--- src/sv/rolling_string_hash_bucket_core_assert.svh ---
`ifndef ROLLING_STRING_HASH_BUCKET_CORE_ASSERT_SVH
`define ROLLING_STRING_HASH_BUCKET_CORE_ASSERT_SVH

// Same-cycle implication, sampled on i_clk and disabled while i_rst_n is low.
`define RSHB_ASSERT_IMPL(name, pre, post, msg) \
    name: assert property (@(posedge i_clk) disable iff (!i_rst_n) (pre) |-> (post)) \
        else $error(msg);

// Next-cycle implication, sampled on i_clk and disabled while i_rst_n is low.
`define RSHB_ASSERT_NEXT(name, pre, post, msg) \
    name: assert property (@(posedge i_clk) disable iff (!i_rst_n) (pre) |=> (post)) \
        else $error(msg);

`endif

--- src/sv/rshb_pkg.sv ---
package rshb_pkg;

    localparam int CHAR_W   = 7;
    localparam int HASH_W   = 30;
    localparam int LEN_W    = 16;
    localparam int SUM_W    = 32;
    localparam int BUCKET_W = 13;

    localparam logic [SUM_W-1:0] HASH_MOD    = 32'd1000000009;
    localparam logic [SUM_W-1:0] HASH_MOD_X2 = 32'd2000000018;
    localparam logic [SUM_W-1:0] HASH_MOD_X3 = 32'd3000000027;
    localparam logic [SUM_W-1:0] HASH_MOD_X4 = 32'd4000000036;
    localparam logic [4:0]       HASH_BASE   = 5'd31;
    localparam logic [LEN_W-1:0] COUNT_MAX   = 16'hFFFF;

    typedef struct packed {
        logic [HASH_W-1:0] hash;
        logic [LEN_W-1:0]  length;
        logic              key_end;
    } t_str_info;

    // A 32-bit value is below five times the modulus, so at most four
    // subtractions bring it into range.
    function automatic logic [HASH_W-1:0] hash_mod_reduce(input logic [SUM_W-1:0] v);
        logic [SUM_W-1:0] r;
        if (v >= HASH_MOD_X4) begin
            r = v - HASH_MOD_X4;
        end else if (v >= HASH_MOD_X3) begin
            r = v - HASH_MOD_X3;
        end else if (v >= HASH_MOD_X2) begin
            r = v - HASH_MOD_X2;
        end else if (v >= HASH_MOD) begin
            r = v - HASH_MOD;
        end else begin
            r = v;
        end
        return r[HASH_W-1:0];
    endfunction

endpackage

--- src/sv/rshb_stream_if.sv ---
interface rshb_in_if;
    import rshb_pkg::*;

    logic              valid;
    logic              ready;
    logic [CHAR_W-1:0] char_code;
    logic              end_of_string;
    logic              end_of_key;
    logic              empty_marker;

    modport source (
        output valid, char_code, end_of_string, end_of_key, empty_marker,
        input  ready
    );
    modport sink (
        input  valid, char_code, end_of_string, end_of_key, empty_marker,
        output ready
    );
endinterface

interface rshb_out_if;
    import rshb_pkg::*;

    logic                valid;
    logic                ready;
    logic [HASH_W-1:0]   string_hash;
    logic [LEN_W-1:0]    string_length;
    logic [BUCKET_W-1:0] bucket_index;
    logic                bucket_valid;

    modport source (
        output valid, string_hash, string_length, bucket_index, bucket_valid,
        input  ready
    );
    modport sink (
        input  valid, string_hash, string_length, bucket_index, bucket_valid,
        output ready
    );
endinterface

--- src/sv/rshb_bucket_mod.sv ---
module rshb_bucket_mod #(
    parameter int unsigned NUM_BUCKETS = 4098
) (
    input  logic                          i_clk,
    input  logic                          i_rst_n,
    input  logic                          i_valid,
    output logic                          o_ready,
    input  logic [rshb_pkg::SUM_W-1:0]    i_total,
    input  rshb_pkg::t_str_info           i_info,
    output logic                          o_valid,
    input  logic                          i_ready,
    output rshb_pkg::t_str_info           o_info,
    output logic [rshb_pkg::BUCKET_W-1:0] o_bucket
);
    import rshb_pkg::*;
    `include "rolling_string_hash_bucket_core_assert.svh"

    localparam int REM_W = $clog2(NUM_BUCKETS);
    localparam int N_W   = REM_W + 1;
    localparam int EXT_W = (REM_W > BUCKET_W) ? REM_W : BUCKET_W;
    localparam int QN_W  = SUM_W + N_W;
    localparam logic [N_W-1:0]   N_C      = N_W'(NUM_BUCKETS);
    localparam logic [63:0]      RECIP_64 = (64'd1 << 32) / 64'(NUM_BUCKETS);
    localparam logic [SUM_W-1:0] RECIP    = RECIP_64[SUM_W-1:0];
    localparam logic [SUM_W:0]   TWO_N    = 33'(2 * NUM_BUCKETS);

    logic             r1_v, r2_v, r3_v, r4_v;
    logic             w_rdy1, w_rdy2, w_rdy3, w_rdy4;
    logic [SUM_W-1:0] r1_total, r2_total, r3_total;
    logic [SUM_W-1:0] r2_q, r3_qn;
    t_str_info        r1_info, r2_info, r3_info, r4_info;
    logic [BUCKET_W-1:0] r4_bucket;

    logic [63:0]      w_prod;
    logic [QN_W-1:0]  w_qn_full;
    logic [SUM_W-1:0] w_diff32;
    logic [N_W-1:0]   w_diff;
    logic [N_W-1:0]   w_rem_n;
    logic [EXT_W-1:0] w_rem_ext;
    logic [BUCKET_W-1:0] w_bucket;

    assign w_rdy4  = !r4_v || i_ready;
    assign w_rdy3  = !r3_v || w_rdy4;
    assign w_rdy2  = !r2_v || w_rdy3;
    assign w_rdy1  = !r1_v || w_rdy2;
    assign o_ready = w_rdy1;

    // The quotient estimate is low by at most one, so the difference stays
    // below twice the bucket count and one conditional subtract finishes it.
    assign w_prod    = 64'(r1_total) * 64'(RECIP);
    assign w_qn_full = QN_W'(r2_q) * QN_W'(N_C);
    assign w_diff32  = r3_total - r3_qn;
    assign w_diff    = w_diff32[N_W-1:0];
    assign w_rem_n   = (w_diff >= N_C) ? (w_diff - N_C) : w_diff;
    assign w_rem_ext = EXT_W'(w_rem_n[REM_W-1:0]);
    assign w_bucket  = r3_info.key_end ? w_rem_ext[BUCKET_W-1:0] : '0;

    always_ff @(posedge i_clk) begin
        if (!i_rst_n) begin
            r1_v <= 1'b0;
            r2_v <= 1'b0;
            r3_v <= 1'b0;
            r4_v <= 1'b0;
        end else begin
            if (w_rdy1) r1_v <= i_valid;
            if (w_rdy2) r2_v <= r1_v;
            if (w_rdy3) r3_v <= r2_v;
            if (w_rdy4) r4_v <= r3_v;
        end
    end

    always_ff @(posedge i_clk) begin
        if (w_rdy1 && i_valid) begin
            r1_total <= i_total;
            r1_info  <= i_info;
        end
        if (w_rdy2 && r1_v) begin
            r2_q     <= w_prod[63:32];
            r2_total <= r1_total;
            r2_info  <= r1_info;
        end
        if (w_rdy3 && r2_v) begin
            r3_qn    <= w_qn_full[SUM_W-1:0];
            r3_total <= r2_total;
            r3_info  <= r2_info;
        end
        if (w_rdy4 && r3_v) begin
            r4_bucket <= w_bucket;
            r4_info   <= r3_info;
        end
    end

    assign o_valid  = r4_v;
    assign o_info   = r4_info;
    assign o_bucket = r4_bucket;

    `RSHB_ASSERT_IMPL(a_quot_bound, r2_v, r2_q <= (r2_total >> 1), "Quotient estimate too large.")
    `RSHB_ASSERT_IMPL(a_diff_bound, r3_v, {1'b0, w_diff32} < TWO_N, "Remainder needs more than one correction.")
    `RSHB_ASSERT_IMPL(a_no_key_zero, r4_v && !r4_info.key_end, r4_bucket == '0, "Bucket index set without key end.")

endmodule

--- src/sv/rolling_string_hash_bucket_core.sv ---
// Throughput: one character transaction per cycle while i_in.ready is high; the hash state
// updates in the accept cycle.
// The bucket modulo is a four-stage pipeline with per-stage ready, so results stall the input
// only when all four stages are full.
// Reset (i_rst_n low, synchronous) sets hash 0, power 1, length 0 and key sum 0, and empties
// the pipeline.
module rolling_string_hash_bucket_core #(
    parameter int unsigned NUM_BUCKETS = 4098
) (
    input  logic        i_clk,
    input  logic        i_rst_n,
    rshb_in_if.sink     i_in,
    rshb_out_if.source  o_out
);
    import rshb_pkg::*;
    `include "rolling_string_hash_bucket_core_assert.svh"

    logic [HASH_W-1:0] r_hash, n_hash;
    logic [HASH_W-1:0] r_power, n_power;
    logic [LEN_W-1:0]  r_count, n_count;
    logic [SUM_W-1:0]  r_key_sum, n_key_sum;

    logic                  w_accept;
    logic                  w_bkt_ready;
    logic [CHAR_W+HASH_W-1:0] w_prod;
    logic [SUM_W-1:0]      w_sum;
    logic [HASH_W-1:0]     w_hash_char;
    logic [HASH_W+4:0]     w_pow_prod;
    logic [HASH_W-1:0]     w_pow_char;
    logic [LEN_W-1:0]      w_count_char;
    logic [HASH_W-1:0]     w_hash_now;
    logic [LEN_W-1:0]      w_count_now;
    logic [SUM_W-1:0]      w_total;
    t_str_info             w_info;
    t_str_info             w_out_info;

    assign w_accept   = i_in.valid && i_in.ready;
    assign i_in.ready = w_bkt_ready;

    assign w_prod       = (CHAR_W+HASH_W)'(i_in.char_code) * (CHAR_W+HASH_W)'(r_power);
    assign w_sum        = SUM_W'(r_hash) + w_prod[SUM_W-1:0];
    assign w_hash_char  = hash_mod_reduce(w_sum);
    assign w_pow_prod   = (HASH_W+5)'(r_power) * (HASH_W+5)'(HASH_BASE);
    assign w_pow_char   = hash_mod_reduce(w_pow_prod[SUM_W-1:0]);
    assign w_count_char = (r_count == COUNT_MAX) ? r_count : r_count + 1'b1;

    assign w_hash_now  = i_in.empty_marker ? r_hash : w_hash_char;
    assign w_count_now = i_in.empty_marker ? r_count : w_count_char;
    assign w_total     = r_key_sum + SUM_W'(w_hash_now);

    assign w_info.hash    = w_hash_now;
    assign w_info.length  = w_count_now;
    assign w_info.key_end = i_in.end_of_key;

    always_comb begin
        n_hash    = r_hash;
        n_power   = r_power;
        n_count   = r_count;
        n_key_sum = r_key_sum;
        if (w_accept) begin
            if (!i_in.empty_marker) begin
                n_hash  = w_hash_char;
                n_power = w_pow_char;
                n_count = w_count_char;
            end
            if (i_in.end_of_string) begin
                n_hash    = '0;
                n_power   = HASH_W'(1);
                n_count   = '0;
                n_key_sum = i_in.end_of_key ? '0 : w_total;
            end
        end
    end

    always_ff @(posedge i_clk) begin
        if (!i_rst_n) begin
            r_hash    <= '0;
            r_power   <= HASH_W'(1);
            r_count   <= '0;
            r_key_sum <= '0;
        end else begin
            r_hash    <= n_hash;
            r_power   <= n_power;
            r_count   <= n_count;
            r_key_sum <= n_key_sum;
        end
    end

    rshb_bucket_mod #(
        .NUM_BUCKETS (NUM_BUCKETS)
    ) u_bucket_mod (
        .i_clk    (i_clk),
        .i_rst_n  (i_rst_n),
        .i_valid  (w_accept && i_in.end_of_string),
        .o_ready  (w_bkt_ready),
        .i_total  (w_total),
        .i_info   (w_info),
        .o_valid  (o_out.valid),
        .i_ready  (o_out.ready),
        .o_info   (w_out_info),
        .o_bucket (o_out.bucket_index)
    );

    assign o_out.string_hash   = w_out_info.hash;
    assign o_out.string_length = w_out_info.length;
    assign o_out.bucket_valid  = w_out_info.key_end;

    `RSHB_ASSERT_IMPL(a_hash_range, 1'b1, SUM_W'(r_hash) < HASH_MOD,
        "Running hash out of range.")
    `RSHB_ASSERT_IMPL(a_power_range, 1'b1, (r_power != '0) && (SUM_W'(r_power) < HASH_MOD),
        "Power out of range.")
    `RSHB_ASSERT_NEXT(a_string_clear, w_accept && i_in.end_of_string,
        (r_hash == '0) && (r_power == HASH_W'(1)) && (r_count == '0),
        "String state not cleared.")
    `RSHB_ASSERT_NEXT(a_key_clear, w_accept && i_in.end_of_string && i_in.end_of_key,
        r_key_sum == '0, "Key sum not cleared.")

endmodule

--- src/flat_wrapper.sv ---
// flat-port wrapper written by rule: the top's interface ports become plain ports
module rolling_string_hash_bucket_core_flat import rshb_pkg::*;
#(
    parameter int unsigned NUM_BUCKETS = 4098
)
  (i_clk, i_rst_n, i_in_valid, i_in_char_code, i_in_end_of_string, i_in_end_of_key, i_in_empty_marker, i_in_ready, o_out_valid, o_out_string_hash, o_out_string_length, o_out_bucket_index, o_out_bucket_valid, o_out_ready);
  rshb_in_if i_in_i ();
  rshb_out_if o_out_i ();
  input  logic i_clk;
  input  logic i_rst_n;
  input wire logic [$bits(i_in_i.valid)-1:0] i_in_valid;
  input wire logic [$bits(i_in_i.char_code)-1:0] i_in_char_code;
  input wire logic [$bits(i_in_i.end_of_string)-1:0] i_in_end_of_string;
  input wire logic [$bits(i_in_i.end_of_key)-1:0] i_in_end_of_key;
  input wire logic [$bits(i_in_i.empty_marker)-1:0] i_in_empty_marker;
  output wire logic [$bits(i_in_i.ready)-1:0] i_in_ready;
  output wire logic [$bits(o_out_i.valid)-1:0] o_out_valid;
  output wire logic [$bits(o_out_i.string_hash)-1:0] o_out_string_hash;
  output wire logic [$bits(o_out_i.string_length)-1:0] o_out_string_length;
  output wire logic [$bits(o_out_i.bucket_index)-1:0] o_out_bucket_index;
  output wire logic [$bits(o_out_i.bucket_valid)-1:0] o_out_bucket_valid;
  input wire logic [$bits(o_out_i.ready)-1:0] o_out_ready;
  assign i_in_i.valid = i_in_valid;
  assign i_in_i.char_code = i_in_char_code;
  assign i_in_i.end_of_string = i_in_end_of_string;
  assign i_in_i.end_of_key = i_in_end_of_key;
  assign i_in_i.empty_marker = i_in_empty_marker;
  assign i_in_ready = i_in_i.ready;
  assign o_out_valid = o_out_i.valid;
  assign o_out_string_hash = o_out_i.string_hash;
  assign o_out_string_length = o_out_i.string_length;
  assign o_out_bucket_index = o_out_i.bucket_index;
  assign o_out_bucket_valid = o_out_i.bucket_valid;
  assign o_out_i.ready = o_out_ready;
  rolling_string_hash_bucket_core #(.NUM_BUCKETS(NUM_BUCKETS)) u_core (.i_clk(i_clk), .i_rst_n(i_rst_n), .i_in(i_in_i), .o_out(o_out_i));
endmodule
--- config.mk ---
export PLATFORM = sky130hd
export DESIGN_NAME = rolling_string_hash_bucket_core_flat
export DESIGN_NICKNAME = d
export VERILOG_FILES = /design/src/sv/rshb_pkg.sv /design/src/sv/rshb_stream_if.sv /design/src/sv/rshb_bucket_mod.sv /design/src/sv/rolling_string_hash_bucket_core.sv /design/src/flat_wrapper.sv
export VERILOG_INCLUDE_DIRS = /design/src /design/src/sv
export SDC_FILE = /design/constraint.sdc
export NUM_CORES = 2
export LEC_CHECK = 0
export ABC_AREA = 1
export BUFFER_PORTS_ARGS = -buffer_cell sky130_fd_sc_hd__buf_2
export CAP_MARGIN = 0
export CORE_MARGIN = 8
export CORE_UTILIZATION = 35
export DETAILED_ROUTE_END_ITERATION = 6
export PLACE_DENSITY = 0.57
export SYNTH_ARGS = -nofsm -noshare
export SYNTH_HDL_FRONTEND = slang
export SYNTH_SLANG_ARGS = --single-unit
--- constraint.sdc ---
create_clock -name i_clk -period 12.45 [get_ports i_clk]
set_input_delay 0.6225 -clock i_clk [delete_from_list [all_inputs] [get_ports i_clk]]
set_output_delay 0.6225 -clock i_clk [all_outputs]
set_load 0.02 [all_outputs]
==> flow_metrics.py <==
metrics = {
    "synth": {
        "synth_area_leaders": "fa_1 (21%), edfxtp_1 (21%), nand2_1 (14%), inv_1 (8.7%), ha_1 (5.8%)",
        "yosysTopAreaCell": "fa_1",
        "synthTopCellsByCount": "nand2_1 (1505), inv_1 (962), fa_1 (440)",
        "synth.distinct_cells": 62,
        "synth_fp_nets": 6030,
        "synth_top_flop_cell": "edfxtp_1",
        "avgSynthCellArea_sq_um": 7.670,
        "ys_seq_elements": 399,
        "yosysTopAreaCellShare_pct": 21.33,
        "yosys_warnings": 0,
        "async_flop_share_pct": 0,
        "ys_seq_area_share_pct": 26.30,
        "synth_most_common_cell": "nand2_1",
        "mappedNetlistArea_sq_um": 41290,
        "synth_enable_flop_cells": 287,
        "syn_inst": 5383,
    },
    "die": {
        "dieArea_sq_um": 129200,
        "core_sq_um": 117600,
        "start_util_pct": 35.11,
        "num_rows": 126,
        "die_h_microns": 359.5,
        "die_width_microns": 359.5,
        "ios": 76,
    },
    "sta": {
        "drv_slew": 0,
        "tightest_slew_ns": 1.080,
        "hold_violations": 0,
        "clock.fmax_ghz": 0.09190,
        "post-route-period-util_pct": 87.40,
        "finalSetupViolations": 0,
        "final.setup_skew_ns": 0.05293,
        "finalWorstSetupSlack_ns": 1.569,
        "period_needed_ns": 10.88,
        "setup-tns-final_ns": 0,
        "rsz0062_at_grt": "false",
        "slew_headroom_pct": 27.98,
    },
    "drt": {
        "vias_per_cell": 4.965,
        "initialDrtViolationCount": 2589,
        "ant_nets": 0,
        "wl_per_cell_microns": 17.29,
        "post-route-drc-count": 0,
        "vias": 34598,
        "drt-total-wl_mm": 120.5,
        "dr.pass1.iters": 6,
    },
    "placed_design": {
        "place_hpwl_mm": 97.52,
        "place.port_buffers": 75,
        "place_ws_ns": 1.293,
        "placed_area_sq_um": 43130,
        "gp_congestion": 0.9319,
    },
    "setup_path": {
        "critical_path_arrival_ns": 11.24,
        "worstSetupPathType": "reg -> reg",
        "reg2regPathDepth": 50,
        "required_ns": 12.81,
        "slowest_delay_ns": 0.74,
        "crit_path_max_fanout": 16,
        "cp-end-kind": "register",
        "worstSetupStartpointType": "register",
        "rrSetupSlack_ns": 1.57,
        "slowest_stage": "dfxtp_1",
        "cp_common_cell": "nand2_1",
    },
    "status": {
        "status": "finished clean",
    },
    "pwr": {
        "power.internal_w": 0.004047,
        "clockPowerShare_pct": 18.0,
        "swShare_pct": 45.56,
        "p_leak_nw": 21.83,
        "power_density_nw_per_um2": 166.6,
        "power.share.sequential_pct": 22.5,
        "power_frac_comb_pct": 59.5,
        "peakVddDrop_mv": 0.2790,
        "p_sw_w": 0.003387,
    },
    "global_route": {
        "grt_max_degree": 82,
        "antenna_found_initial": 1,
        "gr-total-overflow": 0,
        "track_usage_pct": 18.29,
        "grt_pass1_wl_mm": 192.1,
        "grt_pass1_vias": 33837,
    },
    "worst_hold_path": {
        "holdPathStages": 1,
        "hold_path_class": "in -> reg",
    },
    "clock_tree": {
        "clockRootBuffer": "clkbuf_16",
        "clkSinkCount": 399,
        "cts_tree": "built",
        "clock_latency_ns": 0.62,
        "numCtsBuffers": 45,
        "h-tree-depth": 2,
        "path_clk_slew_ns": 0.07,
        "post_cts_buffers": 0,
        "cts_resized": 0,
        "cts_hold_buffers": 0,
        "cts_max_path_buffers": 3,
    },
    "flow_run": {
        "max_cap_viol_count": 0,
    },
    "layout": {
        "area_growth_pct": 8.082,
        "fin_nets": 6041,
        "layout-drive-gt1-share_pct": 5.505,
        "postLayoutCoreUtil_pct": 37.94,
        "final_area_sq_um": 44630,
    },
}
-- metrics by stage --
| step | total power, W | instances | hold slack [ns] |
|---|---|---|---|
| 2_1_floorplan | 0.005068 | 5383 | 0.4003 |
| 3_3_place_gp | 0.006102 | 6883 | 0.4013 |
| 3_5_place_dp | 0.006137 | 6883 | 0.4045 |
| 4_1_cts | 0.007516 | 6967 | 0.2200 |
| 5_1_grt | 0.008194 | 6967 | 0.2360 |
| 6_report | 0.007434 | 6969 | 0.2688 |
-- registers in the layout, summed over array words and instances (netlist names), 14 cells and up --
register	cells
u_core.r_hash	30
u_core.u_bucket_mod.r3_total	14
u_core.u_bucket_mod.o_info	47
u_core.r_key_sum	32
u_core.u_bucket_mod.r1_info	47
u_core.r_power	30
u_core.u_bucket_mod.r1_total	32
u_core.u_bucket_mod.r3_info	47
u_core.u_bucket_mod.r2_total	14
u_core.r_count	16
u_core.u_bucket_mod.r2_info	47
-- worst max-delay path, delay by kind of cell (launching register included) --
| family | cells | cell delay (ns) |
|---|---|---|
| AO/OA/AOI/OAI | 8 | 2.00 |
| flip-flops | 1 | 0.74 |
| AND/OR/NAND/NOR | 27 | 3.57 |
| buffers and inverters | 8 | 1.14 |
| adder cells (fa/ha/maj) | 7 | 3.16 |
-- power by group through the flow --
stage	clock network [W]	logic [W]	registers, W
after global placement	0	0.00440	0.00170
final	0.00134	0.00442	0.00167
after detailed placement	0	0.00443	0.00170
after CTS	0.00138	0.00446	0.00168
after global routing	0.00143	0.00508	0.00168
after floorplan	0	0.00339	0.00168
-- cell usage in the layout (no fill, tap or decap), types with 13 or more instances in the layout --
| cell | synthesis | layout |
|---|---|---|
| inv_2 | 44 | 46 |
| a21oi_1 | 354 | 354 |
| clkbuf_16 | 0 | 45 |
| nor3_1 | 52 | 52 |
| buf_2 | 26 | 75 |
| buf_4 | 21 | 25 |
| or2_2 | 20 | 20 |
| o21bai_1 | 17 | 17 |
| xnor2_1 | 39 | 39 |
| nand3b_1 | 18 | 18 |
| nand4_1 | 58 | 58 |
| edfxtp_1 | 287 | 287 |
| inv_1 | 962 | 959 |
| nor4_1 | 16 | 16 |
| dfxtp_1 | 112 | 112 |
| and2_1 | 13 | 13 |
| o21ai_1 | 20 | 20 |
| nor2_1 | 394 | 391 |
| fa_1 | 440 | 440 |
| nand3_1 | 387 | 386 |
| nand2_1 | 1505 | 1504 |
| xor2_1 | 57 | 57 |
| nand2_2 | 14 | 15 |
| ha_1 | 193 | 193 |
| o21ai_0 | 111 | 111 |
| clkinv_1 | 13 | 19 |
| a31oi_1 | 17 | 17 |
-- cell type report --
class / count / area (sq um)
Sequential cell: 399 / 10860
Multi-Input combinational cell: 3829 / 25960
Fill cell: 12339 / 72980
Tap cell: 1536 / 1922
Antenna cell: 2 / 5.005
Timing Repair Buffer: 100 / 563.0
Inverter: 1019 / 3825
Clock buffer: 57 / 1201
Clock inverter: 27 / 289.0
-- final timing paths --
kind	end	from
max	u_core.u_bucket_mod.r1_total[26]	u_core.r_power[16]
min	u_core.u_bucket_mod.r1_info[0]	i_in_end_of_key
max reg2reg	u_core.u_bucket_mod.r1_total[26]	u_core.r_power[16]
min reg2reg	u_core.u_bucket_mod.o_info[10]	u_core.u_bucket_mod.r3_info[10]
-- routing by layer --
layer	track usage, %	vias up	routed length, microns
li1	-	16911	-
met1	25.27	16674	55240
met2	30.85	876	56650
met3	2.095	137	6104
met4	3.942	0	2474
met5	0	-	0
-- cell families (layout without fill, tap and decap cells) --
kind of cell               Yosys count  after routing  share of synthesized area [%]
and+or+nand+nor                   2507           2507                          25.40
buffers and inverters             1155           1203                          10.89
adders and majority gates          633            633                          27.18
AOI/OAI and AO/OA                  580            580                          7.618
DFF                                399            399                          26.30
xor gates and xnor gates           109            109                          2.603
other                                0              2                              0
(Power assumes the default switching activity.)
